===== src/shs_pkg.sv =====
// Shared types and constants for the SHA-1 stream hash unit.
// No dependencies; imported by the top level, shs_front and shs_back.
package shs_pkg;

   localparam logic CMD_ABSORB = 1'b0;
   localparam logic CMD_FINISH = 1'b1;

   localparam logic [7:0] PAD_BYTE = 8'h80;
   localparam logic [3:0] LEN_HI_WORD = 4'd14;
   localparam logic [2:0] LAST_WORD_INDEX = 3'd4;

   localparam logic [31:0] IV_WORDS [5] = '{
      32'h67452301, 32'hEFCDAB89, 32'h98BADCFE, 32'h10325476, 32'hC3D2E1F0
   };

   localparam logic [31:0] K_STAGE0 = 32'h5A827999;
   localparam logic [31:0] K_STAGE1 = 32'h6ED9EBA1;
   localparam logic [31:0] K_STAGE2 = 32'h8F1BBCDC;
   localparam logic [31:0] K_STAGE3 = 32'hCA62C1D6;

   // One message word on its way from the front end to the round engine.
   typedef struct packed {
      logic        final_block;
      logic [31:0] word;
   } entry_type;

   // One digest word on its way to the result queue.
   typedef struct packed {
      logic        last_word;
      logic [2:0]  word_index;
      logic [31:0] digest_word;
   } result_type;

   typedef enum logic [1:0] {
      FR_ACCEPT,
      FR_PAD,
      FR_LEN_LO
   } front_state_type;

   typedef enum logic [1:0] {
      BK_LOAD,
      BK_EXPAND,
      BK_ADD,
      BK_DIGEST
   } back_state_type;

endpackage


===== src/sha1_stream_hash_unit.sv =====
// Top level of the SHA-1 stream hash unit: front end, word queue, round
// engine and result queue. Uses shs_pkg, shs_front, shs_fifo, shs_back.
//
//   Channel   Direction  Handshake          Payload
//   request   in         req_push/req_full  req_cmd, req_data_byte
//   response  out        rsp_pop/rsp_empty  rsp_digest_word, rsp_word_index,
//                                           rsp_last_word
//
// An absorb transaction carries one byte; every fourth byte puts a word in the
// word queue. The single round unit runs 16 rounds of a block as its words
// arrive, then the other 64 rounds and an add step, so the word queue lets the
// front end take the next block's bytes while a block is compressed.
// A finish transaction holds req_full high while the padding and length words
// are written; the digest follows after one or two compressions, as five words.
// Reset is synchronous and loads the initial vector. A stalled result queue
// stops the round engine at the digest read-out only; input is still taken
// until the word queue fills.
module sha1_stream_hash_unit
   import shs_pkg::*;
#(
   parameter int QUEUE_DEPTH  = 8,
   parameter int RESULT_DEPTH = 8
) (
   input  logic        clock,
   input  logic        reset,
   input  logic        req_push,
   output logic        req_full,
   input  logic        req_cmd,
   input  logic [7:0]  req_data_byte,
   output logic        rsp_empty,
   input  logic        rsp_pop,
   output logic [31:0] rsp_digest_word,
   output logic [2:0]  rsp_word_index,
   output logic        rsp_last_word
);

   entry_type  q_wr_entry, q_rd_entry;
   result_type out_wr_entry, out_rd_entry;
   logic       q_push, q_full, q_pop, q_empty;
   logic       out_push, out_full;

   shs_front u_front (
      .clock         (clock),
      .reset         (reset),
      .req_push      (req_push),
      .req_full      (req_full),
      .req_cmd       (req_cmd),
      .req_data_byte (req_data_byte),
      .q_push        (q_push),
      .q_entry       (q_wr_entry),
      .q_full        (q_full)
   );

   shs_fifo #(
      .WIDTH ($bits(entry_type)),
      .DEPTH (QUEUE_DEPTH)
   ) u_word_queue (
      .clock     (clock),
      .reset     (reset),
      .push      (q_push),
      .push_data (q_wr_entry),
      .full      (q_full),
      .pop       (q_pop),
      .pop_data  (q_rd_entry),
      .empty     (q_empty)
   );

   shs_back u_back (
      .clock     (clock),
      .reset     (reset),
      .q_entry   (q_rd_entry),
      .q_empty   (q_empty),
      .q_pop     (q_pop),
      .out_push  (out_push),
      .out_entry (out_wr_entry),
      .out_full  (out_full)
   );

   shs_fifo #(
      .WIDTH ($bits(result_type)),
      .DEPTH (RESULT_DEPTH)
   ) u_result_queue (
      .clock     (clock),
      .reset     (reset),
      .push      (out_push),
      .push_data (out_wr_entry),
      .full      (out_full),
      .pop       (rsp_pop),
      .pop_data  (out_rd_entry),
      .empty     (rsp_empty)
   );

   assign rsp_digest_word = out_rd_entry.digest_word;
   assign rsp_word_index  = out_rd_entry.word_index;
   assign rsp_last_word   = out_rd_entry.last_word;

endmodule


===== src/shs_fifo.sv =====
// Small synchronous FIFO built from registers, used for the word queue
// and the result queue. No package dependencies.
module shs_fifo #(
   parameter int WIDTH = 33,
   parameter int DEPTH = 8
) (
   input  logic             clock,
   input  logic             reset,
   input  logic             push,
   input  logic [WIDTH-1:0] push_data,
   output logic             full,
   input  logic             pop,
   output logic [WIDTH-1:0] pop_data,
   output logic             empty
);

   localparam int PTR_W = $clog2(DEPTH);
   localparam int CNT_W = $clog2(DEPTH + 1);

   logic [WIDTH-1:0] mem_ff [DEPTH];
   logic [PTR_W-1:0] wr_ptr_ff, wr_ptr_in;
   logic [PTR_W-1:0] rd_ptr_ff, rd_ptr_in;
   logic [CNT_W-1:0] count_ff, count_in;
   logic             do_push, do_pop;

   assign full     = (count_ff == CNT_W'(DEPTH));
   assign empty    = (count_ff == '0);
   assign pop_data = mem_ff[rd_ptr_ff];
   assign do_push  = push && !full;
   assign do_pop   = pop && !empty;

   always_comb begin
      wr_ptr_in = wr_ptr_ff;
      rd_ptr_in = rd_ptr_ff;
      count_in  = count_ff;
      if (do_push) begin
         wr_ptr_in = (wr_ptr_ff == PTR_W'(DEPTH - 1)) ? '0 : wr_ptr_ff + 1'b1;
      end
      if (do_pop) begin
         rd_ptr_in = (rd_ptr_ff == PTR_W'(DEPTH - 1)) ? '0 : rd_ptr_ff + 1'b1;
      end
      if (do_push && !do_pop) begin
         count_in = count_ff + 1'b1;
      end else if (do_pop && !do_push) begin
         count_in = count_ff - 1'b1;
      end
   end

   always_ff @(posedge clock) begin
      if (reset) begin
         wr_ptr_ff <= '0;
         rd_ptr_ff <= '0;
         count_ff  <= '0;
      end else begin
         wr_ptr_ff <= wr_ptr_in;
         rd_ptr_ff <= rd_ptr_in;
         count_ff  <= count_in;
      end
   end

   always_ff @(posedge clock) begin
      if (do_push) begin
         mem_ff[wr_ptr_ff] <= push_data;
      end
   end

endmodule


===== src/shs_front.sv =====
// Front end: takes absorb and finish commands, packs bytes into big-endian
// words and generates the padding and length words. Uses shs_pkg.
module shs_front
   import shs_pkg::*;
(
   input  logic      clock,
   input  logic      reset,
   input  logic      req_push,
   output logic      req_full,
   input  logic      req_cmd,
   input  logic [7:0] req_data_byte,
   output logic      q_push,
   output entry_type q_entry,
   input  logic      q_full
);

   front_state_type state_ff, state_in;
   logic [60:0] byte_cnt_ff, byte_cnt_in;
   logic [23:0] pack_ff, pack_in;
   logic [3:0]  pad_idx_ff, pad_idx_in;
   logic        accept;
   logic [31:0] pad_word;

   assign req_full = (state_ff != FR_ACCEPT) || q_full;
   assign accept   = req_push && !req_full;

   // The word that holds the 0x80 marker, with the bytes already packed.
   always_comb begin
      case (byte_cnt_ff[1:0])
         2'd0:    pad_word = {PAD_BYTE, 24'h0};
         2'd1:    pad_word = {pack_ff[7:0], PAD_BYTE, 16'h0};
         2'd2:    pad_word = {pack_ff[15:0], PAD_BYTE, 8'h0};
         default: pad_word = {pack_ff, PAD_BYTE};
      endcase
   end

   always_comb begin
      state_in = state_ff;
      case (state_ff)
         FR_ACCEPT: begin
            if (accept && req_cmd == CMD_FINISH) begin
               state_in = FR_PAD;
            end
         end
         FR_PAD: begin
            if (!q_full && pad_idx_ff == LEN_HI_WORD) begin
               state_in = FR_LEN_LO;
            end
         end
         FR_LEN_LO: begin
            if (!q_full) begin
               state_in = FR_ACCEPT;
            end
         end
         default: state_in = FR_ACCEPT;
      endcase
   end

   always_comb begin
      q_push              = 1'b0;
      q_entry.final_block = 1'b0;
      q_entry.word        = {pack_ff, req_data_byte};
      case (state_ff)
         FR_ACCEPT: begin
            if (accept && req_cmd == CMD_FINISH) begin
               q_push       = 1'b1;
               q_entry.word = pad_word;
            end else if (accept && byte_cnt_ff[1:0] == 2'd3) begin
               q_push = 1'b1;
            end
         end
         FR_PAD: begin
            q_push       = !q_full;
            // Bits 63:32 of the message bit count.
            q_entry.word = (pad_idx_ff == LEN_HI_WORD) ? byte_cnt_ff[60:29] : 32'h0;
         end
         FR_LEN_LO: begin
            q_push              = !q_full;
            q_entry.final_block = 1'b1;
            q_entry.word        = {byte_cnt_ff[28:0], 3'b000};
         end
         default: q_push = 1'b0;
      endcase
   end

   always_comb begin
      byte_cnt_in = byte_cnt_ff;
      pack_in     = pack_ff;
      pad_idx_in  = pad_idx_ff;
      if (state_ff == FR_ACCEPT && accept) begin
         if (req_cmd == CMD_ABSORB) begin
            byte_cnt_in = byte_cnt_ff + 61'd1;
            pack_in     = {pack_ff[15:0], req_data_byte};
         end else begin
            pad_idx_in = byte_cnt_ff[5:2] + 4'd1;
         end
      end
      if (state_ff == FR_PAD && !q_full) begin
         pad_idx_in = pad_idx_ff + 4'd1;
      end
      if (state_ff == FR_LEN_LO && !q_full) begin
         byte_cnt_in = '0;
      end
   end

   always_ff @(posedge clock) begin
      if (reset) begin
         state_ff    <= FR_ACCEPT;
         byte_cnt_ff <= '0;
         pad_idx_ff  <= '0;
      end else begin
         state_ff    <= state_in;
         byte_cnt_ff <= byte_cnt_in;
         pad_idx_ff  <= pad_idx_in;
      end
   end

   always_ff @(posedge clock) begin
      pack_ff <= pack_in;
   end

endmodule


===== src/shs_back.sv =====
// Back end: one SHA-1 round per cycle, except that a load round waits for a queued word;
// a 16-word schedule shift line, the chaining words and the digest read-out. Uses shs_pkg.
module shs_back
   import shs_pkg::*;
(
   input  logic       clock,
   input  logic       reset,
   input  entry_type  q_entry,
   input  logic       q_empty,
   output logic       q_pop,
   output logic       out_push,
   output result_type out_entry,
   input  logic       out_full
);

   localparam logic [6:0] LAST_LOAD_ROUND = 7'd15;
   localparam logic [6:0] LAST_ROUND      = 7'd79;

   back_state_type state_ff, state_in;
   logic [6:0]  round_ff, round_in;
   logic [31:0] regs_ff [5];
   logic [31:0] regs_in [5];
   logic [31:0] chain_ff [5];
   logic [31:0] chain_in [5];
   logic [31:0] w_ff [16];
   logic        final_ff, final_in;
   logic [2:0]  dig_idx_ff, dig_idx_in;
   logic        round_en;
   logic [31:0] w_exp, w_cur, f_val, k_val, tmp;
   logic [31:0] sum_words [5];

   // Schedule taps: w_ff[15] is the word of the previous round.
   assign w_exp = {w_ff[13][30:0] ^ w_ff[8][30:0] ^ w_ff[2][30:0] ^ w_ff[0][30:0],
                   w_ff[13][31] ^ w_ff[8][31] ^ w_ff[2][31] ^ w_ff[0][31]};
   assign w_cur = (state_ff == BK_LOAD) ? q_entry.word : w_exp;
   assign round_en = (state_ff == BK_LOAD && !q_empty) || (state_ff == BK_EXPAND);

   always_comb begin
      if (round_ff inside {[7'd0:7'd19]}) begin
         f_val = (regs_ff[1] & regs_ff[2]) | (~regs_ff[1] & regs_ff[3]);
         k_val = K_STAGE0;
      end else if (round_ff inside {[7'd20:7'd39]}) begin
         f_val = regs_ff[1] ^ regs_ff[2] ^ regs_ff[3];
         k_val = K_STAGE1;
      end else if (round_ff inside {[7'd40:7'd59]}) begin
         f_val = (regs_ff[1] & regs_ff[2]) | (regs_ff[1] & regs_ff[3]) |
                 (regs_ff[2] & regs_ff[3]);
         k_val = K_STAGE2;
      end else begin
         f_val = regs_ff[1] ^ regs_ff[2] ^ regs_ff[3];
         k_val = K_STAGE3;
      end
   end

   assign tmp = {regs_ff[0][26:0], regs_ff[0][31:27]} + f_val + regs_ff[4] + k_val + w_cur;

   always_comb begin
      for (int i = 0; i < 5; i++) begin
         sum_words[i] = chain_ff[i] + regs_ff[i];
      end
   end

   always_comb begin
      state_in = state_ff;
      case (state_ff)
         BK_LOAD: begin
            if (!q_empty && round_ff == LAST_LOAD_ROUND) begin
               state_in = BK_EXPAND;
            end
         end
         BK_EXPAND: begin
            if (round_ff == LAST_ROUND) begin
               state_in = BK_ADD;
            end
         end
         BK_ADD: state_in = final_ff ? BK_DIGEST : BK_LOAD;
         BK_DIGEST: begin
            if (!out_full && dig_idx_ff == LAST_WORD_INDEX) begin
               state_in = BK_LOAD;
            end
         end
         default: state_in = BK_LOAD;
      endcase
   end

   always_comb begin
      q_pop                 = 1'b0;
      out_push              = 1'b0;
      out_entry.digest_word = chain_ff[dig_idx_ff];
      out_entry.word_index  = dig_idx_ff;
      out_entry.last_word   = (dig_idx_ff == LAST_WORD_INDEX);
      case (state_ff)
         BK_LOAD:   q_pop = !q_empty;
         BK_DIGEST: out_push = !out_full;
         default:   q_pop = 1'b0;
      endcase
   end

   always_comb begin
      round_in   = round_ff;
      final_in   = final_ff;
      dig_idx_in = dig_idx_ff;
      regs_in    = regs_ff;
      chain_in   = chain_ff;
      if (round_en) begin
         round_in   = (round_ff == LAST_ROUND) ? 7'd0 : round_ff + 7'd1;
         regs_in[0] = tmp;
         regs_in[1] = regs_ff[0];
         regs_in[2] = {regs_ff[1][1:0], regs_ff[1][31:2]};
         regs_in[3] = regs_ff[2];
         regs_in[4] = regs_ff[3];
      end
      if (state_ff == BK_LOAD && !q_empty) begin
         final_in = q_entry.final_block;
      end
      // The sum also seeds the working registers for the next block.
      if (state_ff == BK_ADD) begin
         chain_in = sum_words;
         regs_in  = sum_words;
      end
      if (state_ff == BK_DIGEST && !out_full) begin
         if (dig_idx_ff == LAST_WORD_INDEX) begin
            dig_idx_in = 3'd0;
            final_in   = 1'b0;
            chain_in   = IV_WORDS;
            regs_in    = IV_WORDS;
         end else begin
            dig_idx_in = dig_idx_ff + 3'd1;
         end
      end
   end

   always_ff @(posedge clock) begin
      if (reset) begin
         state_ff   <= BK_LOAD;
         round_ff   <= '0;
         final_ff   <= 1'b0;
         dig_idx_ff <= '0;
         regs_ff    <= IV_WORDS;
         chain_ff   <= IV_WORDS;
      end else begin
         state_ff   <= state_in;
         round_ff   <= round_in;
         final_ff   <= final_in;
         dig_idx_ff <= dig_idx_in;
         regs_ff    <= regs_in;
         chain_ff   <= chain_in;
      end
   end

   always_ff @(posedge clock) begin
      if (round_en) begin
         for (int i = 0; i < 15; i++) begin
            w_ff[i] <= w_ff[i+1];
         end
         w_ff[15] <= w_cur;
      end
   end

endmodule

===== config.mk =====
export PLATFORM = sky130hd
export DESIGN_NAME = sha1_stream_hash_unit
export DESIGN_NICKNAME = d
export VERILOG_FILES = /design/src/shs_pkg.sv /design/src/sha1_stream_hash_unit.sv /design/src/shs_fifo.sv /design/src/shs_front.sv /design/src/shs_back.sv
export SDC_FILE = /design/constraint.sdc
export NUM_CORES = 2
export LEC_CHECK = 0
export ABC_AREA = 1
export BUFFER_PORTS_ARGS = -buffer_cell sky130_fd_sc_hd__buf_4
export CORE_MARGIN = 8
export CORE_UTILIZATION = 25
export DETAILED_ROUTE_END_ITERATION = 8
export PLACE_DENSITY = 0.38
export SLEW_MARGIN = 25
export SYNTH_ARGS = -nofsm -noshare
export SYNTH_HDL_FRONTEND = slang
export SYNTH_SLANG_ARGS = --single-unit

===== constraint.sdc =====
create_clock -name clock -period 17.05 [get_ports clock]
set_clock_uncertainty 0.2 [all_clocks]
set_input_delay 0.8525 -clock clock [delete_from_list [all_inputs] [get_ports clock]]
set_output_delay 0.8525 -clock clock [all_outputs]
set_load 0.05 [all_outputs]

==> summary.md <==
| Metric | Value |
|---|---|
| Status | completed |
| Clock Sink Count | 1514 |
| Fin crit period | 7.134 ns |
| Post-Syn Nets | between 7000 and 8000 |
| Fraction of registers with async set/reset | 0% |
| Top delay family on crit path | adder cells |
| DR WL/cell | 21.96 µm |
| Final period util | a little over two fifths |
| Most used cell, CP | nand2_1 |
| H-tree depth | 4 |
| Rel. slew slack | a little over 30% |
| CTS buffer count | 186 |
| Final Setup Violations | 0 |
| Ys Warns | 0 |
| Core area | between 200000 and 300000 µm² |
| Total negative slack | 0 ns |
| Largest net degree at the start of global routing | approximately 160 |
| Clock root buffer | clkbuf_16 |
| Initial core utilization | between 20% and 30% |
| Worst Hold Class | in -> reg |
| Critical Path RT | roughly 18 ns |
| Largest stage delay on the critical path | between 0.5 and 0.6 ns |
| Placed Area | ~78000 µm² |
| Maximum root-to-sink buffer count | 4 |
| Syn_area_per_cell | 9.777 µm² |
| Flip-flop and latch count after synthesis | ~1500 |
| Slew at the pin closest to its max-slew limit | 1.031 ns |
| First-pass iteration count of the detailed router | 6 |
| Crit. End Element | flop |
| Post-synthesis sequential area ratio | between 50% and 60% |
| Post-DRT Antenna Nets | 0 |
| Postcts setup bufs | 0 |
| First-pass GRT wire length | 372100 µm |
| Worst skew pair latency | between 0.8 and 0.9 ns |
| Max Fclk | 0.1402 GHz |
| Critical-path maximum fanout | 27 |
| Gpl congestion | ~0.9 |
| CP max-delay cell | fa_1 |
| Startpoint Class | flop |
| Total Die Area | a little over 300000 µm² |
| Crit Path Class | reg -> reg |
| GRT Util Overall | between 15 and 20% |
| RSZ-0062 raised after global routing | no |
| Share of layout cells above drive strength 1 | under 10% |
| Via/cell ratio | between 4 and 5 |
| Die X | ~560 µm |
| Ys flop type | edfxtp_1 |
| Starting DRT DRC Count | ~4100 |
| CP bufs+invs | 7 |
| Residual DRC | 0 |
| Overall routed net length | approximately 250000 µm |
| Most frequent cells in the layout | nand2_1, edfxtp_1, inv_1 |
| EDFF count, synth | between 1000 and 1500 |
| Ports | between 50 and 60 |
| Post-Syn Area | approximately 73000 µm² |
| TritonCTS clock tree | done |
| Hold buffer count at cts | 8 |
| Vias | roughly 54000 |
| Critical path arrival | 7.63 ns |
| Grt total ovfl | 0 |
| Final instance area | approximately 84000 µm² |
| DP HPWL | ~180000 µm |
| Initial antenna violation count | 4 |
| Most common cell after layout, fill and taps aside | nand2_1 |
| DIE HEIGHT | between 500 and 600 µm |
| Pins over their slew limit | 0 |
| Post-cts sizing count | 0 |
| Final hold slack | roughly 0.16 ns |
| Nets@finish | 7884 |
| Worst-path clk slew | roughly 0.06 ns |
| Unique masters post-synth | 64 |
| P&R area growth vs syn | 15.20% |
| Mapped Cells | 7467 |
| Rows | about 200 |
| Max-cap viol count | 0 |
| Port Buffers | 50 |
| Vias in the first global route | roughly 54000 |
| Final Hold Vio Count | 0 |
metrics by stage:
step	std cells	utilization (%)	worst slack, ns
floorplan	7467	-	0.6999
finish	11570	28.92	9.916
detailed placement	11220	26.84	9.876
global placement	11220	26.82	9.924
CTS	11560	28.91	9.875
global route	11570	28.91	9.512
cell usage after synthesis, types with 60 or more instances:
cell type  instances  area (µm²)
a221oi_1          69       604.3
edfxtp_1        1088       32670
nand2_1         1166        4377
nor2_1           773        2902
o211ai_1          61       457.9
o21ai_0          698        3493
xnor2_1           73       639.4
fa_1             126        2522
xor2_1            78       683.2
ha_1             227        2840
nand4_1           60       375.4
clkbuf_1         226       848.3
nand3_1          266        1331
dfxtp_1          426        8528
inv_1            783        2939
nor3_1            72       360.4
a21oi_1          718        3593
o22ai_1           64       400.4
a31oi_1           88       550.5
worst paths after layout:
| kind | start | endpoint | slack [ns] | cells past startpoint |
|---|---|---|---|---|
| max | u_back.round_ff[0] | u_back.regs_ff[158] | 9.92 | 29 |
| min reg2reg | u_back.w_ff[1][62] | u_back.w_ff[1][30] | 0.19 | 0 |
| max reg2reg | u_back.round_ff[0] | u_back.regs_ff[158] | 9.92 | 29 |
| min | reset | u_result_queue.wr_ptr_ff[1] | 0.16 | 2 |
flip-flops by register name (all words and copies together), names as in the netlist, 3 cells and up, named ones only:
| register | count |
|---|---|
| u_result_queue.count_ff | 4 |
| u_front.pad_idx_ff | 4 |
| u_back.chain_ff | 160 |
| u_front.pack_ff | 24 |
| u_word_queue.wr_ptr_ff | 3 |
| u_result_queue.wr_ptr_ff | 3 |
| u_word_queue.count_ff | 4 |
| u_back.dig_idx_ff | 3 |
| u_result_queue.mem_ff | 288 |
| u_back.round_ff | 7 |
| u_back.w_ff | 512 |
| u_result_queue.rd_ptr_ff | 3 |
| u_front.byte_cnt_ff | 61 |
| u_word_queue.mem_ff | 264 |
| u_word_queue.rd_ptr_ff | 3 |
| u_back.regs_ff | 160 |
area by class of cell:
| class | count | area (µm²) |
|---|---|---|
| inverter | 802 | 3034 |
| timing repair buffer | 153 | 1205 |
| clock buffer | 238 | 4950 |
| clock inverter | 96 | 1001 |
| antenna | 3 | 7.507 |
| fill | 30640 | 206700 |
| sequential | 1514 | 41210 |
| tap | 3900 | 4880 |
| multi-input combinational | 4861 | 27810 |
per-layer routing:
metal | share of wire [%] | GRT usage (%) | up-vias
met5 | 0 | 0 | -
met4 | 2.8 | 4.351 | 0
met3 | 3.9 | 1.901 | 340
met2 | 46 | 26.18 | 1163
met1 | 47 | 22.02 | 26840
li1 | - | - | 26100
kinds of logic after synthesis:
kind of cell	Yosys count	synth area share, %
compound gates	1907	14.73
xor+xnor	151	1.812
fa+ha+maj	353	7.346
buf+inv	1092	5.680
flops	1514	56.44
mux	1	0.01371
simple gates	2449	13.98
Power is not shown: default switching activity piles up to over one toggle a cycle in this logic, so the estimate is an artifact.
